[src/rtl/afd_pkg.sv]
// shared types and constants for the fall direction detector
`timescale 1ns / 1ps
`default_nettype none

package afd_pkg;

    localparam int SAMPLE_W    = 10;
    localparam int ORIENT_W    = 3;
    localparam int QUEUE_DEPTH = 4;
    localparam int QCNT_W      = $clog2(QUEUE_DEPTH + 1);
    localparam int QPTR_W      = $clog2(QUEUE_DEPTH);

    localparam logic [SAMPLE_W-1:0] MIDPOINT_RESET = 10'd512;

    typedef enum logic [ORIENT_W-1:0] {
        ORIENT_UPRIGHT  = 3'd0,
        ORIENT_LEFT     = 3'd1,
        ORIENT_RIGHT    = 3'd2,
        ORIENT_FORWARD  = 3'd3,
        ORIENT_BACKWARD = 3'd4
    } orient_t;

    typedef struct packed {
        logic [QCNT_W-1:0] count;
        logic              empty;
    } q_status_t;

endpackage

`default_nettype wire

[src/rtl/accel_fall_direction_detector.sv]
// top level of the accelerometer fall direction detector
//
// input channel: one three-axis sample beat (acc_x, acc_y, acc_z) is taken at a
// rising edge with push high and full low; full low sustains one beat per cycle
// output channel: orientation is valid while empty is low and is taken at a
// rising edge with pop high; a stalled result holds until popped
// the first WINDOW - 1 samples after reset only fill the window and give no
// result; every later sample gives exactly one orientation beat
// a sample passes the window read, the running-sum update into the queue,
// centring, then compare into the result register, where empty goes low
// throughput: one sample per cycle while full stays low
// the four-entry queue between sum front end and compare back end absorbs a
// stalled receiver; full rises once queue plus in-flight results reach four
// cfg_wr_en writes midpoint_reg at once; write only while idle
// reset: sums, fill count and write slot clear, midpoint returns to 512,
// queue and output stages empty
`timescale 1ns / 1ps
`default_nettype none

module accel_fall_direction_detector #(
    parameter int WINDOW = 32
) (
    input  wire logic                          clk,
    input  wire logic                          rst_n,
    input  wire logic                          cfg_wr_en,
    input  wire logic [afd_pkg::SAMPLE_W-1:0]  cfg_wr_data,
    input  wire logic                          push,
    output logic                               full,
    input  wire logic [afd_pkg::SAMPLE_W-1:0]  acc_x,
    input  wire logic [afd_pkg::SAMPLE_W-1:0]  acc_y,
    input  wire logic [afd_pkg::SAMPLE_W-1:0]  acc_z,
    output logic                               empty,
    input  wire logic                          pop,
    output logic [afd_pkg::ORIENT_W-1:0]       orientation
);

    localparam int SUM_W = $clog2(WINDOW * 1023 + 1);
    localparam int QD    = afd_pkg::QUEUE_DEPTH;

    logic [afd_pkg::SAMPLE_W-1:0] midpoint_reg;
    afd_pkg::q_status_t           q_stat;
    logic                         q_push, q_pop;
    logic [3*SUM_W-1:0]           q_wr_data, q_rd_data;

    always_ff @(posedge clk or negedge rst_n)
    begin
        if (!rst_n)
            midpoint_reg <= afd_pkg::MIDPOINT_RESET;
        else if (cfg_wr_en)
            midpoint_reg <= cfg_wr_data;
    end

    afd_front #(
        .WINDOW (WINDOW)
    ) u_front (
        .clk    (clk),
        .rst_n  (rst_n),
        .push   (push),
        .full   (full),
        .acc_x  (acc_x),
        .acc_y  (acc_y),
        .acc_z  (acc_z),
        .q_stat (q_stat),
        .q_push (q_push),
        .q_data (q_wr_data)
    );

    afd_queue #(
        .DATA_W (3 * SUM_W)
    ) u_queue (
        .clk     (clk),
        .rst_n   (rst_n),
        .push    (q_push),
        .wr_data (q_wr_data),
        .pop     (q_pop),
        .rd_data (q_rd_data),
        .q_stat  (q_stat)
    );

    afd_back #(
        .WINDOW (WINDOW)
    ) u_back (
        .clk         (clk),
        .rst_n       (rst_n),
        .midpoint    (midpoint_reg),
        .q_stat      (q_stat),
        .q_data      (q_rd_data),
        .q_pop       (q_pop),
        .pop         (pop),
        .empty       (empty),
        .orientation (orientation)
    );

`ifndef SYNTH
    a_queue_no_overflow: assert property (@(posedge clk) disable iff (!rst_n)
        q_push |-> (q_stat.count < QD))
        else $error("queue written while full");

    a_queue_no_underflow: assert property (@(posedge clk) disable iff (!rst_n)
        q_pop |-> !q_stat.empty)
        else $error("queue read while empty");

    a_full_covers_queue: assert property (@(posedge clk) disable iff (!rst_n)
        (q_stat.count == QD) |-> full)
        else $error("input open with queue full");
`endif

endmodule

`default_nettype wire

[src/rtl/afd_front.sv]
// front end: sample windows, fill tracking and running sums per axis
`timescale 1ns / 1ps
`default_nettype none

module afd_front #(
    parameter int WINDOW = 32
) (
    input  wire logic                           clk,
    input  wire logic                           rst_n,
    input  wire logic                           push,
    output logic                                full,
    input  wire logic [afd_pkg::SAMPLE_W-1:0]   acc_x,
    input  wire logic [afd_pkg::SAMPLE_W-1:0]   acc_y,
    input  wire logic [afd_pkg::SAMPLE_W-1:0]   acc_z,
    input  wire afd_pkg::q_status_t             q_stat,
    output logic                                q_push,
    output logic [3*$clog2(WINDOW*1023+1)-1:0]  q_data
);

    localparam int IDX_W = (WINDOW > 1) ? $clog2(WINDOW) : 1;
    localparam int CNT_W = $clog2(WINDOW + 1);
    localparam int SUM_W = $clog2(WINDOW * 1023 + 1);
    localparam int SW    = afd_pkg::SAMPLE_W;

    logic [SW-1:0] x_win_mem [WINDOW];
    logic [SW-1:0] y_win_mem [WINDOW];
    logic [SW-1:0] z_win_mem [WINDOW];

    logic [IDX_W-1:0] slot_reg, slot_next;
    logic [CNT_W-1:0] fill_reg, fill_next;

    logic          a_valid_reg, a_valid_next;
    logic          a_res_reg;
    logic          a_evict_reg;
    logic [SW-1:0] a_x_reg, a_y_reg, a_z_reg;
    logic [SW-1:0] ev_x_reg, ev_y_reg, ev_z_reg;

    logic [SUM_W-1:0] sum_x_reg, sum_y_reg, sum_z_reg;
    logic [SUM_W-1:0] sum_x_next, sum_y_next, sum_z_next;

    logic [afd_pkg::QCNT_W:0] reserved;
    logic                     accept;

    // queue slots already taken plus a result still in flight
    always_comb
    begin
        reserved = {1'b0, q_stat.count} + {{afd_pkg::QCNT_W{1'b0}}, a_valid_reg & a_res_reg};
        full     = (reserved >= (afd_pkg::QCNT_W+1)'(afd_pkg::QUEUE_DEPTH));
        accept   = push & ~full;
    end

    always_comb
    begin
        slot_next    = slot_reg;
        fill_next    = fill_reg;
        a_valid_next = accept;
        if (accept)
        begin
            if (slot_reg == IDX_W'(WINDOW - 1))
                slot_next = '0;
            else
                slot_next = slot_reg + IDX_W'(1);
            if (fill_reg != CNT_W'(WINDOW))
                fill_next = fill_reg + CNT_W'(1);
        end
    end

    always_ff @(posedge clk or negedge rst_n)
    begin
        if (!rst_n)
        begin
            slot_reg    <= '0;
            fill_reg    <= '0;
            a_valid_reg <= 1'b0;
            a_res_reg   <= 1'b0;
            a_evict_reg <= 1'b0;
        end
        else
        begin
            slot_reg    <= slot_next;
            fill_reg    <= fill_next;
            a_valid_reg <= a_valid_next;
            if (accept)
            begin
                a_res_reg   <= (fill_reg >= CNT_W'(WINDOW - 1));
                a_evict_reg <= (fill_reg == CNT_W'(WINDOW));
            end
        end
    end

    // read of the evicted entry happens before the overwrite
    always_ff @(posedge clk)
    begin
        if (accept)
        begin
            ev_x_reg            <= x_win_mem[slot_reg];
            ev_y_reg            <= y_win_mem[slot_reg];
            ev_z_reg            <= z_win_mem[slot_reg];
            x_win_mem[slot_reg] <= acc_x;
            y_win_mem[slot_reg] <= acc_y;
            z_win_mem[slot_reg] <= acc_z;
            a_x_reg             <= acc_x;
            a_y_reg             <= acc_y;
            a_z_reg             <= acc_z;
        end
    end

    // slots never written count as zero
    always_comb
    begin
        sum_x_next = sum_x_reg + SUM_W'(a_x_reg);
        sum_y_next = sum_y_reg + SUM_W'(a_y_reg);
        sum_z_next = sum_z_reg + SUM_W'(a_z_reg);
        if (a_evict_reg)
        begin
            sum_x_next = sum_x_reg + SUM_W'(a_x_reg) - SUM_W'(ev_x_reg);
            sum_y_next = sum_y_reg + SUM_W'(a_y_reg) - SUM_W'(ev_y_reg);
            sum_z_next = sum_z_reg + SUM_W'(a_z_reg) - SUM_W'(ev_z_reg);
        end
    end

    always_ff @(posedge clk or negedge rst_n)
    begin
        if (!rst_n)
        begin
            sum_x_reg <= '0;
            sum_y_reg <= '0;
            sum_z_reg <= '0;
        end
        else if (a_valid_reg)
        begin
            sum_x_reg <= sum_x_next;
            sum_y_reg <= sum_y_next;
            sum_z_reg <= sum_z_next;
        end
    end

    assign q_push = a_valid_reg & a_res_reg;
    assign q_data = {sum_z_next, sum_y_next, sum_x_next};

endmodule

`default_nettype wire

[src/rtl/afd_queue.sv]
// short show-ahead queue between front and back
`timescale 1ns / 1ps
`default_nettype none

module afd_queue #(
    parameter int DATA_W = 45
) (
    input  wire logic              clk,
    input  wire logic              rst_n,
    input  wire logic              push,
    input  wire logic [DATA_W-1:0] wr_data,
    input  wire logic              pop,
    output logic [DATA_W-1:0]      rd_data,
    output afd_pkg::q_status_t     q_stat
);

    localparam int PW = afd_pkg::QPTR_W;
    localparam int CW = afd_pkg::QCNT_W;

    logic [DATA_W-1:0] q_mem [afd_pkg::QUEUE_DEPTH];

    logic [PW-1:0] wr_ptr_reg, wr_ptr_next;
    logic [PW-1:0] rd_ptr_reg, rd_ptr_next;
    logic [CW-1:0] count_reg, count_next;
    logic          do_pop;

    always_comb
    begin
        do_pop      = pop & (count_reg != '0);
        wr_ptr_next = wr_ptr_reg;
        rd_ptr_next = rd_ptr_reg;
        count_next  = count_reg;
        if (push)
            wr_ptr_next = (wr_ptr_reg == PW'(afd_pkg::QUEUE_DEPTH - 1)) ? '0 : wr_ptr_reg + PW'(1);
        if (do_pop)
            rd_ptr_next = (rd_ptr_reg == PW'(afd_pkg::QUEUE_DEPTH - 1)) ? '0 : rd_ptr_reg + PW'(1);
        if (push && !do_pop)
            count_next = count_reg + CW'(1);
        else if (!push && do_pop)
            count_next = count_reg - CW'(1);
    end

    always_ff @(posedge clk or negedge rst_n)
    begin
        if (!rst_n)
        begin
            wr_ptr_reg <= '0;
            rd_ptr_reg <= '0;
            count_reg  <= '0;
        end
        else
        begin
            wr_ptr_reg <= wr_ptr_next;
            rd_ptr_reg <= rd_ptr_next;
            count_reg  <= count_next;
        end
    end

    always_ff @(posedge clk)
    begin
        if (push)
            q_mem[wr_ptr_reg] <= wr_data;
    end

    assign rd_data      = q_mem[rd_ptr_reg];
    assign q_stat.count = count_reg;
    assign q_stat.empty = (count_reg == '0);

endmodule

`default_nettype wire

[src/rtl/afd_back.sv]
// back end: centring, magnitude compare and result register
`timescale 1ns / 1ps
`default_nettype none

module afd_back #(
    parameter int WINDOW = 32
) (
    input  wire logic                           clk,
    input  wire logic                           rst_n,
    input  wire logic [afd_pkg::SAMPLE_W-1:0]   midpoint,
    input  wire afd_pkg::q_status_t             q_stat,
    input  wire logic [3*$clog2(WINDOW*1023+1)-1:0] q_data,
    output logic                                q_pop,
    input  wire logic                           pop,
    output logic                                empty,
    output logic [afd_pkg::ORIENT_W-1:0]        orientation
);

    localparam int SUM_W = $clog2(WINDOW * 1023 + 1);
    localparam int CEN_W = SUM_W + 1;

    logic [SUM_W-1:0] mid_scaled;
    logic [SUM_W-1:0] sx, sy, sz;

    logic                    c_valid_reg, c_valid_next;
    logic signed [CEN_W-1:0] cx_reg, cy_reg, cz_reg;

    logic             d_valid_reg, d_valid_next;
    afd_pkg::orient_t orient_reg, orient_next;

    logic [CEN_W-1:0] mx, my, mz;
    logic             d_ready, c_ready;

    assign d_ready = ~d_valid_reg | pop;
    assign c_ready = ~c_valid_reg | d_ready;
    assign q_pop   = ~q_stat.empty & c_ready;

    assign {sz, sy, sx} = q_data;
    assign mid_scaled   = SUM_W'(WINDOW) * SUM_W'(midpoint);

    always_comb
    begin
        c_valid_next = c_valid_reg;
        if (c_ready)
            c_valid_next = q_pop;
        d_valid_next = d_valid_reg;
        if (d_ready)
            d_valid_next = c_valid_reg;
    end

    always_ff @(posedge clk or negedge rst_n)
    begin
        if (!rst_n)
        begin
            c_valid_reg <= 1'b0;
            d_valid_reg <= 1'b0;
        end
        else
        begin
            c_valid_reg <= c_valid_next;
            d_valid_reg <= d_valid_next;
        end
    end

    always_ff @(posedge clk)
    begin
        if (q_pop)
        begin
            cx_reg <= $signed({1'b0, sx}) - $signed({1'b0, mid_scaled});
            cy_reg <= $signed({1'b0, sy}) - $signed({1'b0, mid_scaled});
            cz_reg <= $signed({1'b0, sz}) - $signed({1'b0, mid_scaled});
        end
        if (d_ready && c_valid_reg)
            orient_reg <= orient_next;
    end

    // a tie of x and y falls to the y branch; z wins only when strictly largest
    always_comb
    begin
        mx = cx_reg[CEN_W-1] ? CEN_W'(-cx_reg) : CEN_W'(cx_reg);
        my = cy_reg[CEN_W-1] ? CEN_W'(-cy_reg) : CEN_W'(cy_reg);
        mz = cz_reg[CEN_W-1] ? CEN_W'(-cz_reg) : CEN_W'(cz_reg);
        if (mz > mx && mz > my)
            orient_next = afd_pkg::ORIENT_UPRIGHT;
        else if (mx > my)
            orient_next = cx_reg[CEN_W-1] ? afd_pkg::ORIENT_RIGHT : afd_pkg::ORIENT_LEFT;
        else
            orient_next = cy_reg[CEN_W-1] ? afd_pkg::ORIENT_FORWARD : afd_pkg::ORIENT_BACKWARD;
    end

    assign empty       = ~d_valid_reg;
    assign orientation = orient_reg;

endmodule

`default_nettype wire
[config.mk]
export PLATFORM = sky130hd
export DESIGN_NAME = accel_fall_direction_detector
export DESIGN_NICKNAME = d
export VERILOG_FILES = /design/src/rtl/afd_pkg.sv /design/src/rtl/accel_fall_direction_detector.sv /design/src/rtl/afd_front.sv /design/src/rtl/afd_queue.sv /design/src/rtl/afd_back.sv
export SDC_FILE = /design/constraint.sdc
export NUM_CORES = 2
export LEC_CHECK = 0
export BUFFER_PORTS_ARGS = -buffer_cell sky130_fd_sc_hd__clkbuf_2
export CAP_MARGIN = 20
export CORE_MARGIN = 4
export CORE_UTILIZATION = 55
export DETAILED_ROUTE_END_ITERATION = 8
export HOLD_SLACK_MARGIN = 0.06
export PLACE_DENSITY = 0.82
export SLEW_MARGIN = 20
export SYNTH_ARGS = -nofsm -noshare
export SYNTH_HDL_FRONTEND = slang
export SYNTH_SLANG_ARGS = --single-unit
[constraint.sdc]
create_clock -name clk -period 8 [get_ports clk]
set_input_delay 1.6 -clock clk [delete_from_list [all_inputs] [get_ports clk]]
set_output_delay 1.6 -clock clk [all_outputs]
set_load 0.01 [all_outputs]
## After elaboration in Yosys (flattened, before gate mapping)

Memory sizes are Yosys's and may differ from the RTL's. A register that Yosys moved wholly into a read port is not among the register bits.
Index checks and enable logic that the tools add are counted.

| storage, ports and cells | value |
|---|---|
| memory bits (writable) | 1140 |
| output and inout port bits | 5 |
| input port bits | 45 |
| flip-flop bits (word level) | 159 |
| memories kept | 4 |
| word-level logic and storage cells | 92 |

Memories:

| name | depth | bits a word | read ports | clocked after memory_dff | wr ports | line | RTL |
|---|---|---|---|---|---|---|---|
| u_front.x_win_mem | 32 | 10 | 1 | 1 | 1 | afd_front.sv:25 | `logic [SW-1:0] x_win_mem [WINDOW];` |
| u_front.y_win_mem | 32 | 10 | 1 | 1 | 1 | afd_front.sv:26 | `logic [SW-1:0] y_win_mem [WINDOW];` |
| u_front.z_win_mem | 32 | 10 | 1 | 1 | 1 | afd_front.sv:27 | `logic [SW-1:0] z_win_mem [WINDOW];` |
| u_queue.q_mem | 4 | 45 | 1 | 0 | 1 | afd_queue.sv:20 | `logic [DATA_W-1:0] q_mem [afd_pkg::QUEUE_DEPTH];` |

| cells by class | value |
|---|---|
| multiplexer cells | 18 |
| equal/unequal tests | 5 |
| $lt $le $gt $ge | 5 |
| reduce and logical (&&, ||, !) cells | 10 |
| $add $sub $neg | 19 |
| bitwise operators | 10 |

Operators by type and width:

| cell | count |
|---|---|
| 16-bit greater-than comparator | 3 |
| 16-bit 2-to-1 mux | 3 |
| 16-bit negator | 3 |
| 15-bit by 15-bit subtractor with 16-bit output | 3 |
| 15-bit by 10-bit adder with 15-bit output | 3 |
| 15-bit 2-to-1 mux | 3 |
| 15-bit by 10-bit subtractor with 15-bit output | 3 |
| 3-bit 2-to-1 mux | 4 |
| 6-bit by 1-bit adder with 6-bit output, second input constant | 1 |
| 6-bit equality test, second input constant | 1 |
| 6-bit by 5-bit >= comparator with 1-bit output, second input constant | 1 |
| 2-bit 2-to-1 mux | 3 |
| 6-bit inequality test, second input constant | 1 |
| 5-bit by 1-bit adder with 5-bit output, second input constant | 1 |
| 5-bit equality test, second input constant | 1 |
| 5-bit 2-to-1 mux | 1 |
| 2-bit by 1-bit adder with 2-bit output, second input constant | 2 |
| 3-bit by 1-bit adder with 4-bit output | 1 |
| 1-bit AND | 4 |
| 2-bit equality test, second input constant | 2 |
| 4-bit by 3-bit >= comparator with 1-bit output, second input constant | 1 |
| 1-bit logical AND | 4 |
| 1-bit 2-to-1 mux | 4 |
| 1-bit NOT | 4 |
| 8 further kinds | 10 |

## Logic depth before layout (Yosys ltp)

| logic depth | value |
|---|---|
| word-level depth | 8 |
| gate-level depth with buffers | 16 |
| gate-level depth less buffers | 16 |

## Cells and area by module

From an unflattened synthesis, not the netlist that was laid out.

| second synthesis, totals | value |
|---|---|
| cells, all modules | 3067 |
| area total of the unflattened synthesis | 56256.5 um^2 |

By module, submodules not included:

| module | cells an instance | instances | seq. area each (um^2) | area each (um^2) |
|---|---|---|---|---|
| afd_front | 2248 | 1 | 32105.8 | 43908.4 |
| afd_queue | 271 | 1 | 5580.4 | 6927.9 |
| afd_back | 527 | 1 | 1581.5 | 5007.3 |
| accel_fall_direction_detector | 21 | 1 | 251.5 | 412.9 |

## Least setup slack after synthesis

OpenSTA, ideal clock, no wires.

| timing | value |
|---|---|
| kind | input to register |
| start point | in push |
| end point | mem u_front.x_win_mem[11][0] in the netlist's numbering, enable pin |
| slack | 1.909 ns |
| library setup time | 0.417 ns |
| path buffers | 1 |
| arrival | 5.674 ns |
| stages | 5 |
| cell sequence | nand2_1 > inv_1 > clkbuf_1 > nand2_1 > nor2_1 |

| between the ends | value |
|---|---|
| cells in the longest elaborated chain, start to end | 3 |

Ends and longest elaborated chain:

| element | line | RTL |
|---|---|---|
| from (decl) | accel_fall_direction_detector.sv:27 | `input wire logic push,` |
| 1-bit AND | afd_front.sv:49 | `accept = push & ~full;` |
| named net u_front.a_valid_next | afd_front.sv:32 | `logic a_valid_reg, a_valid_next;` |
| 1-bit 2-to-1 mux | afd_front.sv:94 | `if (accept)` |
| 1-bit 2-to-1 mux (not written as such) | afd_front.sv:99 | `x_win_mem[slot_reg] <= acc_x;` |
| to (decl) | afd_front.sv:25 |  |

The timed path passes the listed nets, and every way through them passes these cells.

## Worst setup path in the final report

| timing | value |
|---|---|
| start point | reg u_front.sum_z_reg[0] |
| end point | mem u_queue.q_mem[2][42], data pin |

| between the ends | value |
|---|---|
| cells in the longest elaborated chain, start to end | 3 |

Ends and longest elaborated chain:

| element | line | RTL |
|---|---|---|
| from (decl) | afd_front.sv:38 | `logic [SUM_W-1:0] sum_x_reg, sum_y_reg, sum_z_reg;` |
| from (signal assigned) | afd_front.sv:134 | `sum_z_reg <= sum_z_next;` |
| 15-bit by 10-bit adder with 15-bit output * | afd_front.sv:113, afd_front.sv:118 |  |
| 15-bit by 10-bit subtractor with 15-bit output | afd_front.sv:118 | `sum_z_next = sum_z_reg + SUM_W'(a_z_reg) - SUM_W'(ev_z_reg);` |
| 15-bit 2-to-1 mux * | afd_front.sv:114 | `if (a_evict_reg)` |
| named net q_wr_data[42] | accel_fall_direction_detector.sv:43 | `logic [3*SUM_W-1:0] q_wr_data, q_rd_data;` |
| to (decl) | afd_queue.sv:20 |  |

The timed path passes the listed nets; every way through them passes the cells marked *.

==> impl_metrics.json <==
{
  "status": "finished clean",
  "critical_path.max_fanout": 5,
  "drc_errors": 0,
  "rsz0062_at_grt": "false",
  "via_per_inst": 6.44,
  "hpwl_microns": 78500,
  "ys_warn_count": 0,
  "crit_type": "flop to flop",
  "hold_violations": 0,
  "synthesis.nets": 3283,
  "hp-class": "flop to flop",
  "reg2reg_to": "u_queue.q_mem[2][42]",
  "ys_types": 82,
  "seq_area_frac_synth": 0.706,
  "async_flop_share": 0.0587,
  "clock_path_buffers": 3,
  "ios": 50,
  "synth-edff-count": 1251,
  "min_from": "u_queue.count_reg[2]",
  "rr_startpoint": "u_front.sum_z_reg[0]",
  "nNetsFinal": 3366,
  "syn-mean-instance-area_sq_um": 18.2,
  "start_kind": "flop",
  "syn_inst": 3074,
  "cts.sinks": 1329,
  "cts.htree.levels": 3,
  "cts_tree": "yes",
  "grt_pass1_wl_microns": 198000,
  "dr.pass1.iters": 6,
  "wl_per_cell_microns": 28.4,
  "clock_skew_ns": 0.0338,
  "drtIter0Drc": 3710,
  "clkTransAtPathRegs_ns": 0.06,
  "worst_pin_slew_ns": 1.12,
  "grt_max_degree": 90,
  "yosysTopAreaCellShare": 0.672,
  "setup_tns_ns": 0,
  "endpoint_kind": "flop",
  "cp.arrival_ns": 4.71,
  "ctsResizeCount": 0,
  "period_minus_slack_ns": 4.21,
  "cp.required_ns": 8.50,
  "drive_above_1_share": 0.206,
  "yosys-top-cells-area": "edfxtp_1, mux4_2, dfrtp_1",
  "setup_violations": 0,
  "numPortBuffers": 49,
  "dieWidth_microns": 327,
  "overflow": 0,
  "grt_util_all_layers": 0.248,
  "cts_buffers": 120,
  "post_cts_buffers": 0,
  "vias": 29700,
  "antenna_found_initial": 6,
  "whs_ns": 0.513,
  "ys_seq_elements": 1329,
  "syn_area_sq_um": 55900,
  "rows": 116,
  "drt_wl_total_microns": 131000,
  "hold_depth": 1,
  "ir_worst_vdd_v": 0.000254,
  "routabilityCongestion": 0.869,
  "relSlewSlack": 0.249,
  "cap_violations": 0,
  "die_h_microns": 327,
  "p_leak_uw": 0.0205,
  "r2r_slack_ns": 3.79,
  "ys.flop_type": "edfxtp_1",
  "core_region_area_sq_um": 101000,
  "dieArea_sq_um": 107000,
  "insertion_delay_ns": 0.71,
  "grt_pass1_vias": 30000,
  "antenna_left": 0,
  "hold_buffers": 0,
  "critPathLaunch": "u_front.sum_z_reg[0]",
  "r2r_cells": 14,
  "yosys.area.top_type": "edfxtp_1",
  "area_growth_pct": 11.0,
  "finalMaxSlewViolations": 0,
  "powerDensity_nw_per_um2": 397,
  "min_period_over_period": 0.527,
  "reg.largest.list": "u_front.x_win_mem: 320 flops, u_front.y_win_mem: 320 flops, u_front.z_win_mem: 320 flops",
  "start_util": 0.556,
  "cts_root_buf": "clkbuf_16",
  "fmax_mhz": 237,
  "whs_endpoint": "u_queue.count_reg[2]"
}
[per-stage QoR]
| stage | util | cells | instance area (sq um) | setup WS (ns) | power (uW) |
|---|---|---|---|---|---|
| 3_3_place_gp | 0.576 | 4389 | 58000 | 3.88 | 18400 |
| 6_report | 0.617 | 4617 | 62100 | 3.79 | 24700 |
| 3_5_place_dp | 0.576 | 4389 | 58000 | 3.74 | 18700 |
| 2_1_floorplan | - | 3074 | 55900 | 1.91 | 16200 |
| 4_1_cts | 0.617 | 4613 | 62000 | 3.76 | 24700 |
| 5_1_grt | 0.617 | 4616 | 62100 | 3.39 | 26000 |
[layout make-up]
| class | count | area [sq um] |
|---|---|---|
| flip-flops and latches | 1329 | 39500 |
| fillers | 6674 | 38500 |
| multi-input cells | 1505 | 15800 |
| clock buffers | 139 | 3080 |
| well taps | 1357 | 1700 |
| clock inverters | 85 | 1000 |
| repair buffers | 80 | 543 |
| inverters | 121 | 455 |
| diodes | 1 | 2.50 |
[worst max-delay path by stage]
stage	end
floorplan	u_front.x_win_mem[11][0]
global placement	u_front.z_win_mem[7][0]
detailed placement	u_front.z_win_mem[1][3]
CTS	u_queue.q_mem[2][42]
global route	u_front.sum_z_reg[14]
finish	u_queue.q_mem[2][42]
[synth_stat cells (all sizes together), types with 4 or more instances]
library cell / number
edfxtp: 1251
o211ai: 13
inv: 121
nand2: 115
mux2: 55
o21bai: 8
nand4: 41
o311ai: 4
a31oi: 9
dfrtp: 77
mux2i: 10
a211oi: 11
o21a: 18
xor2: 42
o21ai: 82
nor2b: 21
and2: 10
nand3b: 4
ha: 154
nor4: 8
nand2b: 21
nor2: 122
and3: 13
a21boi: 12
a22oi: 120
o2111ai: 4
or3: 12
o31ai: 16
o41ai: 6
or2: 4
nor3b: 6
fa: 10
nand3: 29
clkbuf: 84
xnor2: 88
buf: 35
a21o: 28
nor3: 30
a21oi: 59
mux4: 285
[report_power, final]
group | switching [uW] | leakage, uW | internal (uW) | total, uW
combinational | 5390 | 0.00633 | 3960 | 9350
sequential | 539 | 0.0122 | 8870 | 9410
clock | 2560 | 0.00195 | 3360 | 5920
[logic make-up (layout without fill, tap and decap cells)]
group                    Yosys count  in the layout  synth area share
flip-flops                      1329           1329             0.706
AND/OR/NAND/NOR                  448            448            0.0397
AO/OA/AOI/OAI                    413            413            0.0516
multiplexers                     350            350             0.128
buffers and inverters            240            425            0.0163
adder cells (fa/ha/maj)          164            164            0.0380
XOR/XNOR                         130            130            0.0204
other                              0              1                 0
[critical path, stage by stage (launching register included)]
cell and delay (ns):
dfrtp_1 0.40, ha_1 0.26, fa_1 0.44, a211oi_1 0.29
o21bai_1 0.17, a21oi_1 0.25, o21bai_1 0.10, a21oi_1 0.18
xnor2_1 0.16, ha_1 0.31, and3_1 0.19, a211oi_1 0.55
mux2i_1 0.25, a32o_1 0.22, xor2_1 0.25
[routing by layer]
layer	part of all wire	vias up	wire [microns]	track usage
met5	0.00031	-	41	0
met4	0.039	6	5050	0.0860
met2	0.50	1819	65100	0.411
met1	0.37	15100	48200	0.338
li1	-	12500	-	-
met3	0.096	303	12600	0.0430
[cells in the final DEF, fill, tap and decap left out, drive strengths merged, types with 8 or more instances in the layout]
master / instances
o21a: 18
mux2: 55
clkinv: 52
bufinv: 18
mux4: 285
nand3: 29
nand2b: 21
o21ai: 82
dfrtp: 77
fa: 10
a31oi: 9
xnor2: 88
and3: 13
nand2: 115
buf: 32
nand4: 41
nor2: 122
nor3: 30
o211ai: 13
xor2: 42
a21o: 28
or3: 12
a211oi: 11
o31ai: 16
nor4: 8
a22oi: 120
mux2i: 10
and2: 10
inv: 125
clkbuf: 187
o21bai: 8
a21boi: 12
clkinvlp: 11
nor2b: 21
ha: 154
edfxtp: 1251
a21oi: 59
Power figures use the tool's default switching activity.
